[config.mk]
export PLATFORM = sky130hd
export DESIGN_NAME = command_message_parser_top
export DESIGN_NICKNAME = d
export VERILOG_FILES = /design/src/hdl/cmp_pkg.sv /design/src/hdl/command_message_parser_top.sv
export VERILOG_INCLUDE_DIRS = /design/src /design/src/hdl
export SDC_FILE = /design/constraint.sdc
export NUM_CORES = 1
export LEC_CHECK = 0
export BUFFER_PORTS_ARGS = -buffer_cell sky130_fd_sc_hd__buf_2
export CORE_UTILIZATION = 55
export DETAILED_ROUTE_END_ITERATION = 7
export PLACE_DENSITY = 0.81
export REMOVE_ABC_BUFFERS = 1
export SLEW_MARGIN = 30
export SYNTH_ARGS = -nofsm -noshare
export SYNTH_HDL_FRONTEND = slang
export SYNTH_SLANG_ARGS = --single-unit
[constraint.sdc]
create_clock -name clk -period 9.3 [get_ports clk]
set_clock_uncertainty 0.05 [all_clocks]
set_input_delay 1.395 -clock clk [delete_from_list [all_inputs] [get_ports clk]]
set_output_delay 1.395 -clock clk [all_outputs]
set_load 0.02 [all_outputs]
[src/hdl/command_message_parser_top_assert.svh]
// Assertion macros for the command message parser.
// Each macro checks on the rising edge of clk and is disabled while rst_n is low.
`ifndef COMMAND_MESSAGE_PARSER_TOP_ASSERT_SVH
`define COMMAND_MESSAGE_PARSER_TOP_ASSERT_SVH

`ifndef ASSERT_OFF

// Check a property that is written out in full.
`define CMP_ASSERT(label, prop) \
  label: assert property (@(posedge clk) disable iff (!rst_n) (prop)) \
    else $error("command_message_parser_top: assertion failed");

// Check that a condition implies a consequence in the same cycle.
`define CMP_ASSERT_IMPL(label, cond, cons) \
  label: assert property (@(posedge clk) disable iff (!rst_n) (cond) |-> (cons)) \
    else $error("command_message_parser_top: implication failed");

// Check that a condition implies a consequence in the next cycle.
`define CMP_ASSERT_NEXT(label, cond, cons) \
  label: assert property (@(posedge clk) disable iff (!rst_n) (cond) |=> (cons)) \
    else $error("command_message_parser_top: next-cycle implication failed");

`else

`define CMP_ASSERT(label, prop)
`define CMP_ASSERT_IMPL(label, cond, cons)
`define CMP_ASSERT_NEXT(label, cond, cons)

`endif

`endif

[src/hdl/cmp_pkg.sv]
`timescale 1ns / 1ps

package cmp_pkg;

  localparam int OUT_VALUES = 4;

  localparam logic [7:0] CH_NUL     = 8'h00;
  localparam logic [7:0] CH_MINUS   = 8'h2D;
  localparam logic [7:0] CH_COLON   = 8'h3A;
  localparam logic [7:0] CH_PERCENT = 8'h25;
  localparam logic [7:0] CH_ZERO    = 8'h30;
  localparam logic [7:0] CH_NINE    = 8'h39;
  localparam logic [7:0] CH_PAD     = 8'h5F;

  typedef struct packed {
    logic [OUT_VALUES-1:0][31:0] value;
    logic [2:0]                  closed;
    logic                        start_cmd;
    logic                        stop_cmd;
  } result_t;

  // Start word: "START" padded with '_'
  function automatic logic [7:0] start_char(input logic [4:0] pos);
    logic [7:0] ch;
    unique case (pos)
      5'd0:    ch = 8'h53;
      5'd1:    ch = 8'h54;
      5'd2:    ch = 8'h41;
      5'd3:    ch = 8'h52;
      5'd4:    ch = 8'h54;
      default: ch = CH_PAD;
    endcase
    return ch;
  endfunction

  // Stop word: "STOP" padded with '_'
  function automatic logic [7:0] stop_char(input logic [4:0] pos);
    logic [7:0] ch;
    unique case (pos)
      5'd0:    ch = 8'h53;
      5'd1:    ch = 8'h54;
      5'd2:    ch = 8'h4F;
      5'd3:    ch = 8'h50;
      default: ch = CH_PAD;
    endcase
    return ch;
  endfunction

endpackage

[src/hdl/command_message_parser_top.sv]
`timescale 1ns / 1ps
// A result is registered into out_r, or into skid_r while the output is stalled.
// Throughput: one byte per cycle unless stalled, set by the single state register.
// A two-entry output/skid register lets bytes keep flowing while one result waits.
// Reset: synchronous, active low; it clears all parse state and empties the output.

module command_message_parser_top
  import cmp_pkg::*;
#(
  parameter int VALUE_COUNT    = 4,
  parameter int VALUE_BITS     = 32,
  parameter int COMMAND_LENGTH = 20
) (
  input  logic               clk,
  input  logic               rst_n,
  input  logic               in_valid,
  output logic               in_stall,
  input  logic [7:0]         in_rx_byte,
  input  logic               in_end_of_message,
  output logic               out_valid,
  input  logic               out_stall,
  output logic signed [31:0] out_value_a,
  output logic signed [31:0] out_value_b,
  output logic signed [31:0] out_value_c,
  output logic signed [31:0] out_value_d,
  output logic [2:0]         out_values_closed,
  output logic               out_start_command,
  output logic               out_stop_command
);

  `include "command_message_parser_top_assert.svh"

  localparam int CNT_W    = $clog2(VALUE_COUNT + 1);
  localparam int IDX_W    = (VALUE_COUNT > 1) ? $clog2(VALUE_COUNT) : 1;
  localparam int POS_W    = $clog2(COMMAND_LENGTH + 1);
  localparam int REPORTED = (VALUE_COUNT < OUT_VALUES) ? VALUE_COUNT : OUT_VALUES;

  logic                  header_seen_r, header_seen_nxt;
  logic                  negative_pending_r, negative_pending_nxt;
  logic [CNT_W-1:0]      closed_count_r, closed_count_nxt;
  logic [VALUE_BITS-1:0] value_store_r   [VALUE_COUNT];
  logic [VALUE_BITS-1:0] value_store_nxt [VALUE_COUNT];
  logic [POS_W-1:0]      text_position_r, text_position_nxt;
  logic                  start_mismatch_r, start_mismatch_nxt;
  logic                  stop_mismatch_r, stop_mismatch_nxt;
  logic                  zero_seen_r, zero_seen_nxt;

  logic                  out_valid_r, skid_valid_r;
  result_t               out_r, skid_r, result;

  logic                  in_acc, res_fire, out_free;
  logic [7:0]            c;
  logic                  is_digit, room;
  logic [IDX_W-1:0]      cur_idx;
  logic [VALUE_BITS-1:0] digit_val;

  assign in_stall  = skid_valid_r;
  assign in_acc    = in_valid && !in_stall;
  assign res_fire  = in_acc && in_end_of_message;
  assign out_free  = !out_valid_r || !out_stall;

  assign c         = in_rx_byte;
  assign is_digit  = (c >= CH_ZERO) && (c <= CH_NINE);
  assign room      = closed_count_r < CNT_W'(VALUE_COUNT);
  assign cur_idx   = closed_count_r[IDX_W-1:0];
  assign digit_val = VALUE_BITS'(c[3:0]);

  always_comb begin
    header_seen_nxt      = header_seen_r;
    negative_pending_nxt = negative_pending_r;
    closed_count_nxt     = closed_count_r;
    value_store_nxt      = value_store_r;
    text_position_nxt    = text_position_r;
    start_mismatch_nxt   = start_mismatch_r;
    stop_mismatch_nxt    = stop_mismatch_r;
    zero_seen_nxt        = zero_seen_r;

    if (in_acc && !zero_seen_r) begin
      priority if (c == CH_NUL) begin
        zero_seen_nxt = 1'b1;
      end else if (c == CH_MINUS) begin
        negative_pending_nxt = 1'b1;
      end else if (c == CH_COLON) begin
        header_seen_nxt = 1'b1;
      end else if (header_seen_r) begin
        priority if (is_digit) begin
          if (room) begin
            for (int k = 0; k < VALUE_COUNT; k++) begin
              if (cur_idx == IDX_W'(k)) begin
                // v*10 + digit, wrapping at the value width
                value_store_nxt[k] = (value_store_r[k] << 3) + (value_store_r[k] << 1)
                                     + digit_val;
              end
            end
          end
        end else if (c == CH_PERCENT) begin
          if (room) begin
            for (int k = 0; k < VALUE_COUNT; k++) begin
              if (cur_idx == IDX_W'(k) && negative_pending_r) begin
                value_store_nxt[k] = -value_store_r[k];
              end
            end
            closed_count_nxt     = closed_count_r + CNT_W'(1);
            negative_pending_nxt = 1'b0;
          end
        end else begin
          if (text_position_r >= POS_W'(COMMAND_LENGTH)) begin
            start_mismatch_nxt = 1'b1;
            stop_mismatch_nxt  = 1'b1;
          end else begin
            if (c != start_char(5'(text_position_r))) start_mismatch_nxt = 1'b1;
            if (c != stop_char(5'(text_position_r)))  stop_mismatch_nxt  = 1'b1;
            text_position_nxt = text_position_r + POS_W'(1);
          end
        end
      end else begin
        // drop bytes ahead of the header
      end
    end
  end

  always_comb begin
    result = '0;
    for (int k = 0; k < REPORTED; k++) begin
      result.value[k] = 32'(value_store_nxt[k]);
    end
    result.closed    = 3'(closed_count_nxt);
    result.start_cmd = !start_mismatch_nxt && (text_position_nxt == POS_W'(COMMAND_LENGTH));
    result.stop_cmd  = !stop_mismatch_nxt && (text_position_nxt == POS_W'(COMMAND_LENGTH));
  end

  // Parse state: clear on reset and after the final byte of each message
  always_ff @(posedge clk) begin
    if (!rst_n || res_fire) begin
      header_seen_r      <= 1'b0;
      negative_pending_r <= 1'b0;
      closed_count_r     <= '0;
      text_position_r    <= '0;
      start_mismatch_r   <= 1'b0;
      stop_mismatch_r    <= 1'b0;
      zero_seen_r        <= 1'b0;
      for (int k = 0; k < VALUE_COUNT; k++) value_store_r[k] <= '0;
    end else begin
      header_seen_r      <= header_seen_nxt;
      negative_pending_r <= negative_pending_nxt;
      closed_count_r     <= closed_count_nxt;
      text_position_r    <= text_position_nxt;
      start_mismatch_r   <= start_mismatch_nxt;
      stop_mismatch_r    <= stop_mismatch_nxt;
      zero_seen_r        <= zero_seen_nxt;
      value_store_r      <= value_store_nxt;
    end
  end

  // Output register with a skid entry behind it
  always_ff @(posedge clk) begin
    if (!rst_n) begin
      out_valid_r  <= 1'b0;
      skid_valid_r <= 1'b0;
    end else if (out_free) begin
      if (skid_valid_r) begin
        out_r        <= skid_r;
        out_valid_r  <= 1'b1;
        skid_r       <= result;
        skid_valid_r <= res_fire;
      end else begin
        out_r        <= result;
        out_valid_r  <= res_fire;
      end
    end else if (res_fire) begin
      // hold the stalled beat, park the new one
      skid_r       <= result;
      skid_valid_r <= 1'b1;
    end
  end

  assign out_valid         = out_valid_r;
  assign out_value_a       = $signed(out_r.value[0]);
  assign out_value_b       = $signed(out_r.value[1]);
  assign out_value_c       = $signed(out_r.value[2]);
  assign out_value_d       = $signed(out_r.value[3]);
  assign out_values_closed = out_r.closed;
  assign out_start_command = out_r.start_cmd;
  assign out_stop_command  = out_r.stop_cmd;

  `CMP_ASSERT_IMPL(a_skid_behind_out, skid_valid_r, out_valid_r)
  `CMP_ASSERT_NEXT(a_result_lands, res_fire && !out_valid_r, out_valid_r)
  `CMP_ASSERT_NEXT(a_clear_after_end, res_fire,
                   closed_count_r == '0 && !header_seen_r && text_position_r == '0)
  `CMP_ASSERT(a_count_bound, closed_count_r <= CNT_W'(VALUE_COUNT))
  `CMP_ASSERT_IMPL(a_pos_bound, 1'b1, text_position_r <= POS_W'(COMMAND_LENGTH))

endmodule
# Word-level counts from Yosys, hierarchy flattened
# Index checks and enable logic that the tools add are counted.
# Widths: inputs -> output; s select.
classes:
  n_reduce_logical: 32
  n_bitwise: 2
  div: 0
  n_addsub: 14
  eq_ne: 16
  multipliers: 0
  magnitude_cmp: 4
  n_shift: 0
  mux: 83
op_table:
  columns: ["operator", "n"]
  rows:
  - ["$mux 128", 9]
  - ["$mux 133", 4]
  - ["$mux 32", 8]
  - ["$add 32x32->32", 4]
  - ["$add 32x4->32", 4]
  - ["$mux 8", 16]
  - ["$neg 32->32", 4]
  - ["$mux 5", 8]
  - ["$pmux 5 s4", 2]
  - ["$mux 1", 28]
  - ["$eq 8x6->1 const B", 3]
  - ["$mux 3", 8]
  - ["$ne 8x8->1", 2]
  - ["$eq 5x2->1 const B", 2]
  - ["$logic_and 1x1->1", 10]
  - ["$ge 8x6->1 const B", 1]
  - ["$le 8x6->1 const B", 1]
  - ["$logic_not 8->1", 1]
  - ["$reduce_bool 2->1", 4]
  - ["$logic_not 1->1", 7]
  - ["$reduce_and 7->1", 1]
  - ["$add 5x1->5 const B", 1]
  - ["$eq 5x1->1 const B", 1]
  - ["$eq 5x3->1 const B", 1]
  - ["other kinds (16)", 21]
totals:
  ramBits: 0
  latchBits: 0
  inputBits: 13
  elab_cells: 178
  reg_bits: 409
  rom_bits: 0
  n_memories: 0

# Depth between registers and ports, before layout
# Gate-level depths: netlist of run 1.
logic_depth:
  depth_word: 25
  mapped_depth: 13
  mapped_depth_nobuf: 12

# Worst setup path after synthesis of run 1
# No wires, ideal clock.
synth_path:
  path_kind: "input to register"
  start: "input out_stall"
  end: "register skid_r[0] (netlist name), enable pin"
  required_time_ns: 8.608
  path_stages: 4
  n_path_buf: 0
  path_slack_ns: 1.008
  arrival_ns: 7.599
  cell_sequence: "nand2_1 -> nor3_1 -> a21oi_1 -> nor2b_1"
synth_between:
  elab_chain_cells: 4
  word_cells_on_any_way: 5
  classes_between: "1 x eq/ne; 4 x reduce/logical"
synth_lines:
  columns: ["element", "line", "text"]
  rows:
  - ["start, declared", "command_message_parser_top.sv:21", "input logic out_stall,"]
  - ["$logic_not 1->1 (*)", "command_message_parser_top.sv:60", "assign out_free = !out_valid_r || !out_stall;"]
  - ["$logic_or 1x1->1 (*)", "command_message_parser_top.sv:60", null]
  - ["$ne 2x2->1 (no line) or $reduce_bool 2->1 (tied branches)", null, null]
  - ["$reduce_and 3->1 (no line) (*)", null, null]
  - ["end signal, assigned", "command_message_parser_top.sv:164", "skid_r <= result;"]
  - ["end signal, assigned", "command_message_parser_top.sv:172", "skid_r <= result;"]
  - ["end, declared", "command_message_parser_top.sv:49", "result_t out_r, skid_r, result;"]
# Every way passes the cells marked *; elsewhere a longest branch is shown, timed or not.
# A chain may end at the register's enable or synchronous reset.

# Worst setup path in the final report of run 1
layout_path:
  start: "input in_rx_byte[6]"
  end: "register out_r, in the netlist out_value_a[10], data pin"
layout_between:
  elab_chain_cells: 9
  word_cells_on_any_way: 15
  classes_between: "2 x order compare; 3 x eq/ne; 8 x mux; 2 x reduce/logical"
layout_lines:
  columns: ["element", "line", "text"]
  rows:
  - ["start, declared", "command_message_parser_top.sv:18", "input logic [7:0] in_rx_byte,"]
  - ["$ge 8x6->1 (tied with other cells)", "command_message_parser_top.sv:63", "assign is_digit = (c >= CH_ZERO) && (c <= CH_NINE);"]
  - ["$logic_and 1x1->1 or $mux 128 (tied branches)", "command_message_parser_top.sv:63, command_message_parser_top.sv:96", null]
  - ["$mux 128", "command_message_parser_top.sv:86", "priority if (is_digit) begin"]
  - ["$mux 128", "command_message_parser_top.sv:85", "end else if (header_seen_r) begin"]
  - ["$mux 128", "command_message_parser_top.sv:83", "end else if (c == CH_COLON) begin"]
  - ["$mux 128", "command_message_parser_top.sv:81", "end else if (c == CH_MINUS) begin"]
  - ["$mux 128 (*)", "command_message_parser_top.sv:79", "priority if (c == CH_NUL) begin"]
  - ["$mux 128 (*)", "command_message_parser_top.sv:78", "if (in_acc && !zero_seen_r) begin"]
  - ["$mux 133 (*)", "command_message_parser_top.sv:161", "if (skid_valid_r) begin"]
  - ["end signal, assigned", "command_message_parser_top.sv:162", "out_r <= skid_r;"]
  - ["end signal, assigned", "command_message_parser_top.sv:167", "out_r <= result;"]
  - ["end, declared", "command_message_parser_top.sv:49", null]
# Marked as above.

==> results of run 1 <==
-- flip-flops by register name (all words and copies together) (netlist names) --
| name | flops |
|---|---|
| out_values_closed | 3 |
| stop_mismatch_r | 1 |
| closed_count_r | 3 |
| header_seen_r | 1 |
| out_value_d | 32 |
| out_value_a | 32 |
| in_stall | 1 |
| negative_pending_r | 1 |
| value_store_r | 128 |
| out_value_c | 32 |
| out_value_b | 32 |
| text_position_r | 5 |
| skid_r | 133 |
| start_mismatch_r | 1 |
| out_valid | 1 |
| out_stop_command | 1 |
| out_start_command | 1 |
| zero_seen_r | 1 |
-- worst paths after layout --
path                            cells after the start              end  slack (ns)          start
worst min register to register                      2    header_seen_r        0.45  header_seen_r
worst max-delay path                                8  out_value_a[10]        3.87  in_rx_byte[6]
worst max register to register                      8  out_value_a[10]        4.89       in_stall
worst min-delay path                                2    header_seen_r        0.45  header_seen_r
-- worst max-delay path: cells and delay by family --
kind | cells | cell delay, ns
buf+inv | 1 | 0.16
compound gates | 1 | 0.10
simple gates | 6 | 4.02
-- report_power, final --
group,switching [mW],internal (mW),total (mW)
combinational,0.106,0.0345,0.140
sequential,0.00986,1.95,1.96
clock,0.758,1.09,1.85
-- per-layer routing --
metal	part of all wire	global-route usage	vias up
met4	0.040	0.133	4
met3	0.086	0.0452	205
met1	0.43	0.413	11900
met2	0.44	0.462	1198
li1	-	-	12100
met5	0.00024	0	-
-- cell usage after synthesis, drive strengths merged, types with 10 or more instances --
cell type,instances,area (um^2)
a2111oi,10,87.6
a41oi,10,87.6
edfxtp,266,7990
and3,22,138
ha,244,3050
a21boi,15,113
a21o,65,488
inv,151,567
a32oi,13,114
a31oi,32,200
nor3b,15,113
or2,11,68.8
o21a,44,330
o41ai,16,166
o22ai,42,263
mux2i,40,400
o221ai,18,158
a211oi,40,300
nand3,66,330
or4,32,248
nor3,79,400
nor2b,27,169
a21oi,253,1270
or3,30,188
o211ai,28,215
o21bai,14,105
xnor2,47,412
nand2,274,1030
o21ai,239,1200
dfxtp,143,2860
mux2,38,428
o31ai,38,290
nor4,34,238
and2,49,307
a22oi,14,105
nand4,39,244
nand2b,18,113
nor2,322,1210
xor2,37,324
clkbuf,132,495
buf,22,96.3
-- stage by stage --
step | util | cell area [um^2] | setup WS, ns | cells | TNS (ns)
after floorplan | - | 27700 | -0.483 | 3019 | -64.25
after global placement | 0.587 | 29600 | 3.28 | 3873 | 0
after detailed placement | 0.588 | 29700 | 3.16 | 3874 | 0
after CTS | 0.618 | 31200 | 3.73 | 3953 | 0
after global routing | 0.618 | 31200 | 3.67 | 3955 | 0
final | 0.618 | 31200 | 3.87 | 3956 | 0
-- logic make-up (layout without fill, tap and decap cells) --
kind of cell,count (synthesis),in the layout,synth area share
compound gates,994,994,0.228
xor+xnor,84,84,0.0260
fa+ha+maj,252,252,0.113
buf+inv,306,415,0.0411
flops,409,409,0.383
mux,78,78,0.0293
other cells,0,2,0
simple gates,1050,1050,0.179
-- layout make-up --
cell class / instances / area share
Clock buffer: 51 / 0.0371
Sequential cell: 409 / 0.348
Multi-Input combinational cell: 2458 / 0.526
Tap cell: 672 / 0.0269
Clock inverter: 28 / 0.0107
Inverter: 152 / 0.0183
Timing Repair Buffer: 184 / 0.0335
Antenna cell: 2 / 0.000160
==> results.json, run 1 <==
{
  "final_max_slew_viol_count": 0,
  "clk_path_buf_depth": 3,
  "synth_edf_count": 266,
  "grt-ovfl-total": 0,
  "avgSynthCellArea_um2": 8.92,
  "final_cell_mix": "322 x nor2_1, 273 x nand2_1, 266 x edfxtp_1, 249 x a21oi_1, 244 x ha_1",
  "p_total_mw": 3.95,
  "max_stage_delay_ns": 0.99,
  "rsz0062_at_grt": "false",
  "multi_input_area_um2": 16400,
  "cap_viol_max_count": 0,
  "arrival_ns": 5.70,
  "dieArea_um2": 52400,
  "syn2layout_area_growth_pct": 10.3,
  "cp-start-kind": "primary input",
  "cp-end-kind": "flip-flop",
  "crit_type": "in2reg",
  "htree_levels": 2,
  "synth.distinct_cells": 91,
  "firstDrtPassIters": 6,
  "whs_ns": 0.448,
  "synth_seq_cells": 409,
  "wl_per_cell_um": 20.1,
  "drt_iter0_drc": 2681,
  "clock-root-buffer": "clkbuf_16",
  "regArea_um2": 10900,
  "coreArea_um2": 50500,
  "port_buffers": 147,
  "path_cells": "buf_2 > nor3b_4 > nand3_4 > nor2_1 > nand2_1 > or4_1 > nand3_1 > o21ai_0",
  "cts_hold_buffers": 0,
  "clk_latency_ns": 0.59,
  "cp.required_ns": 9.57,
  "die_width_um": 229,
  "finalHoldViolCount": 0,
  "place_congestion": 0.951,
  "start_util": 0.561,
  "clock-sinks": 409,
  "worst_pin_slew_ns": 1.04,
  "yosysSeqAreaShare": 0.383,
  "gr-usage-all-layers": 0.298,
  "path_clk_slew_ns": 0.06,
  "numCtsBuffers": 43,
  "critPathMaxFanout": 54,
  "syn-instance-count": 3173,
  "dp_hpwl_um": 54800,
  "synth_ff_type": "edfxtp_1",
  "slew_headroom": 0.305,
  "outcome": "completed",
  "cts_tree": "yes",
  "nets": 3513,
  "maxClockFrequency_ghz": 0.184,
  "grt_start_max_net_pins": 90,
  "yosys_warnings": 0,
  "fillers": 4349,
  "grt_pass1_vias": 23600,
  "period_share": 0.584,
  "cts_resized": 0,
  "crit_slowest_cell": "nor2_1",
  "grt_antenna_before_repair": 4,
  "min_period_ns": 5.43,
  "post_cts_buffers": 0,
  "die_h_um": 229,
  "ios": 148,
  "holdCritPathClass": "reg2reg",
  "syn-cell-area_um2": 28300,
  "leakage_nw": 13.7,
  "final_common_cell": "nor2_1",
  "ys_async_sr_fraction": 0,
  "ant_nets": 0,
  "rows": 82,
  "drive_gt1_frac": 0.105,
  "p_per_area_nw_per_um2": 126,
  "vias": 25400,
  "grt_pass1_wl_um": 127000,
  "finalSetupViolCount": 0,
  "peakVddDrop_v": 0.000111,
  "viasPerCell": 6.43,
  "route.detailed.drc": 0,
  "wl_um": 79700
}
Note: power is estimated with default switching activity, not from simulation.
==> inputs of run 2 (changes only) <==
Clock period 9.3 ns to 5.5 ns, I/O delays scaled along.
==> results.json, run 2 (synthesized netlist as in run 1, its figures left out) <==
{
  "outcome": "completed",
  "cp.required_ns": 5.79,
  "die_width_um": 229,
  "path_clk_slew_ns": 0.06,
  "final_cell_mix": "321 x nor2_1, 273 x nand2_1, 266 x edfxtp_1, 252 x a21oi_1, 244 x ha_1",
  "p_per_area_nw_per_um2": 210,
  "cts_tree": "yes",
  "dp_hpwl_um": 55000,
  "die_h_um": 229,
  "arrival_ns": 4.87,
  "drt_iter0_drc": 2482,
  "final_max_slew_viol_count": 0,
  "rsz0062_at_grt": "false",
  "cp-end-kind": "flip-flop",
  "path_cells": "buf_2 > inv_1 > fa_1 > fa_1 > nor2b_1 > o31a_1 > o31ai_1 > a2111oi_0 > nor2_1 > o31ai_1 > xor2_1 > o211a_1",
  "cts_resized": 0,
  "grt_pass1_vias": 23700,
  "holdCritPathClass": "reg2reg",
  "clock-sinks": 409,
  "grt_antenna_before_repair": 5,
  "peakVddDrop_v": 0.000201,
  "viasPerCell": 6.41,
  "place_congestion": 0.962,
  "grt_start_max_net_pins": 100,
  "maxClockFrequency_ghz": 0.218,
  "grt-ovfl-total": 0,
  "final_util": 0.620,
  "pwr-share-comb": 0.036,
  "reg_top3": "skid_r x133, value_store_r x128",
  "ant_nets": 0,
  "post_cts_buffers": 0,
  "numCtsBuffers": 43,
  "port_buffers": 147,
  "wl_um": 80300,
  "leakage_nw": 13.7,
  "finalHoldViolCount": 0,
  "rows": 82,
  "regMostFlops": "skid_r",
  "largest_reg_flops": 133,
  "cts_hold_buffers": 0,
  "vias": 25500,
  "clock-root-buffer": "clkbuf_16",
  "crit_type": "in2reg",
  "ios": 148,
  "worst_pin_slew_ns": 1.07,
  "worstReg2RegStart": "value_store_r[98]",
  "whs_ns": 0.432,
  "dieArea_um2": 52400,
  "htree_levels": 2,
  "nets": 3527,
  "r2r_setup_slack_ns": 1.29,
  "clkPwrFrac": 0.459,
  "period_share": 0.834,
  "min_from": "header_seen_r",
  "wl_per_cell_um": 20.2,
  "finalSetupViolCount": 0,
  "clk_latency_ns": 0.58,
  "cp-start-kind": "primary input",
  "holdPathStages": 2,
  "holdPathEnd": "header_seen_r",
  "finalNonFillerCells": 3972,
  "fillers": 4403,
  "clk_path_buf_depth": 3,
  "regArea_um2": 10900,
  "coreArea_um2": 50500,
  "max_stage_delay_ns": 0.89,
  "slew_headroom": 0.284,
  "multi_input_area_um2": 16400,
  "power.share.switching": 0.218,
  "drive_gt1_frac": 0.107,
  "start_util": 0.561,
  "r2r_cells": 11,
  "gr-usage-all-layers": 0.300,
  "power.switching_mw": 1.43,
  "dp_cells": 3888,
  "cap_viol_max_count": 0,
  "sequentialPowerShare": 0.505,
  "grt_pass1_wl_um": 127000,
  "r2r_end": "skid_r[35]",
  "critPathMaxFanout": 10,
  "firstDrtPassIters": 6,
  "route.detailed.drc": 0,
  "internal_power_mw": 5.14,
  "min_period_ns": 4.59,
  "crit_slowest_cell": "a2111oi_0",
  "final_common_cell": "nor2_1",
  "syn2layout_area_growth_pct": 10.5
}
[run 2: changes by cell type in the layout (fill, tap and decap cells not counted), sizes merged]
cell      previous run  this run
diode                2         4
clkbuf              51        54
clkinv              18        14
bufinv               7         6
buf                184       198
clkinvlp             2         4
[run 2: how the worst max path moves through the flow]
stage | cells after the start | endpoint | from
final | 12 | skid_r[35] | in_rx_byte[3]
after CTS | 13 | out_value_c[17] | in_rx_byte[3]
after floorplan | 2 | skid_r[0] | in_stall
after detailed placement | 12 | skid_r[35] | in_rx_byte[3]
after global routing | 12 | skid_r[35] | in_rx_byte[3]
after global placement | 13 | out_value_c[17] | in_rx_byte[3]
[run 2: metrics by stage]
| step | setup TNS, ns | total power, mW | area [um^2] | worst slack [ns] |
|---|---|---|---|---|
| finish | 0 | 6.57 | 31300 | 0.910 |
| global route | 0 | 6.74 | 31300 | 0.747 |
| CTS | 0 | 6.62 | 31300 | 1.10 |
| detailed placement | 0 | 3.62 | 29800 | 0.536 |
| global placement | 0 | 3.62 | 29800 | 0.600 |
| floorplan | -937.81 | 3.52 | 27700 | -4.28 |
[run 2: power groups by stage]
stage	sequential (mW)	combinational (mW)	clock, mW
after floorplan	3.45	0.0679	0
after global placement	3.38	0.235	0
after detailed placement	3.38	0.237	0
after CTS	3.32	0.238	3.06
after global routing	3.32	0.252	3.17
final	3.32	0.238	3.01
[run 2: layer usage]
| layer | routed length [um] | global-route usage | up-vias |
|---|---|---|---|
| met1 | 34900 | 0.414 | 12000 |
| li1 | - | - | 12100 |
| met5 | 30 | 0 | - |
| met4 | 3220 | 0.130 | 6 |
| met2 | 35200 | 0.462 | 1146 |
| met3 | 6980 | 0.0530 | 211 |
[run 2: critical path, delay by kind of cell]
| family | cells | cell delay [ns] |
|---|---|---|
| compound gates | 5 | 1.79 |
| simple gates | 2 | 0.41 |
| buf+inv | 2 | 0.64 |
| fa+ha+maj | 2 | 1.05 |
| xor+xnor | 1 | 0.14 |
[run 2: cell type report]
cell class	instances	share of cell area
multi-input cells	2458	0.524
well taps	672	0.0269
clock buffers	54	0.0371
flip-flops and latches	409	0.347
repair buffers	198	0.0377
clock inverters	25	0.00900
inverters	152	0.0183
diodes	4	0.000320
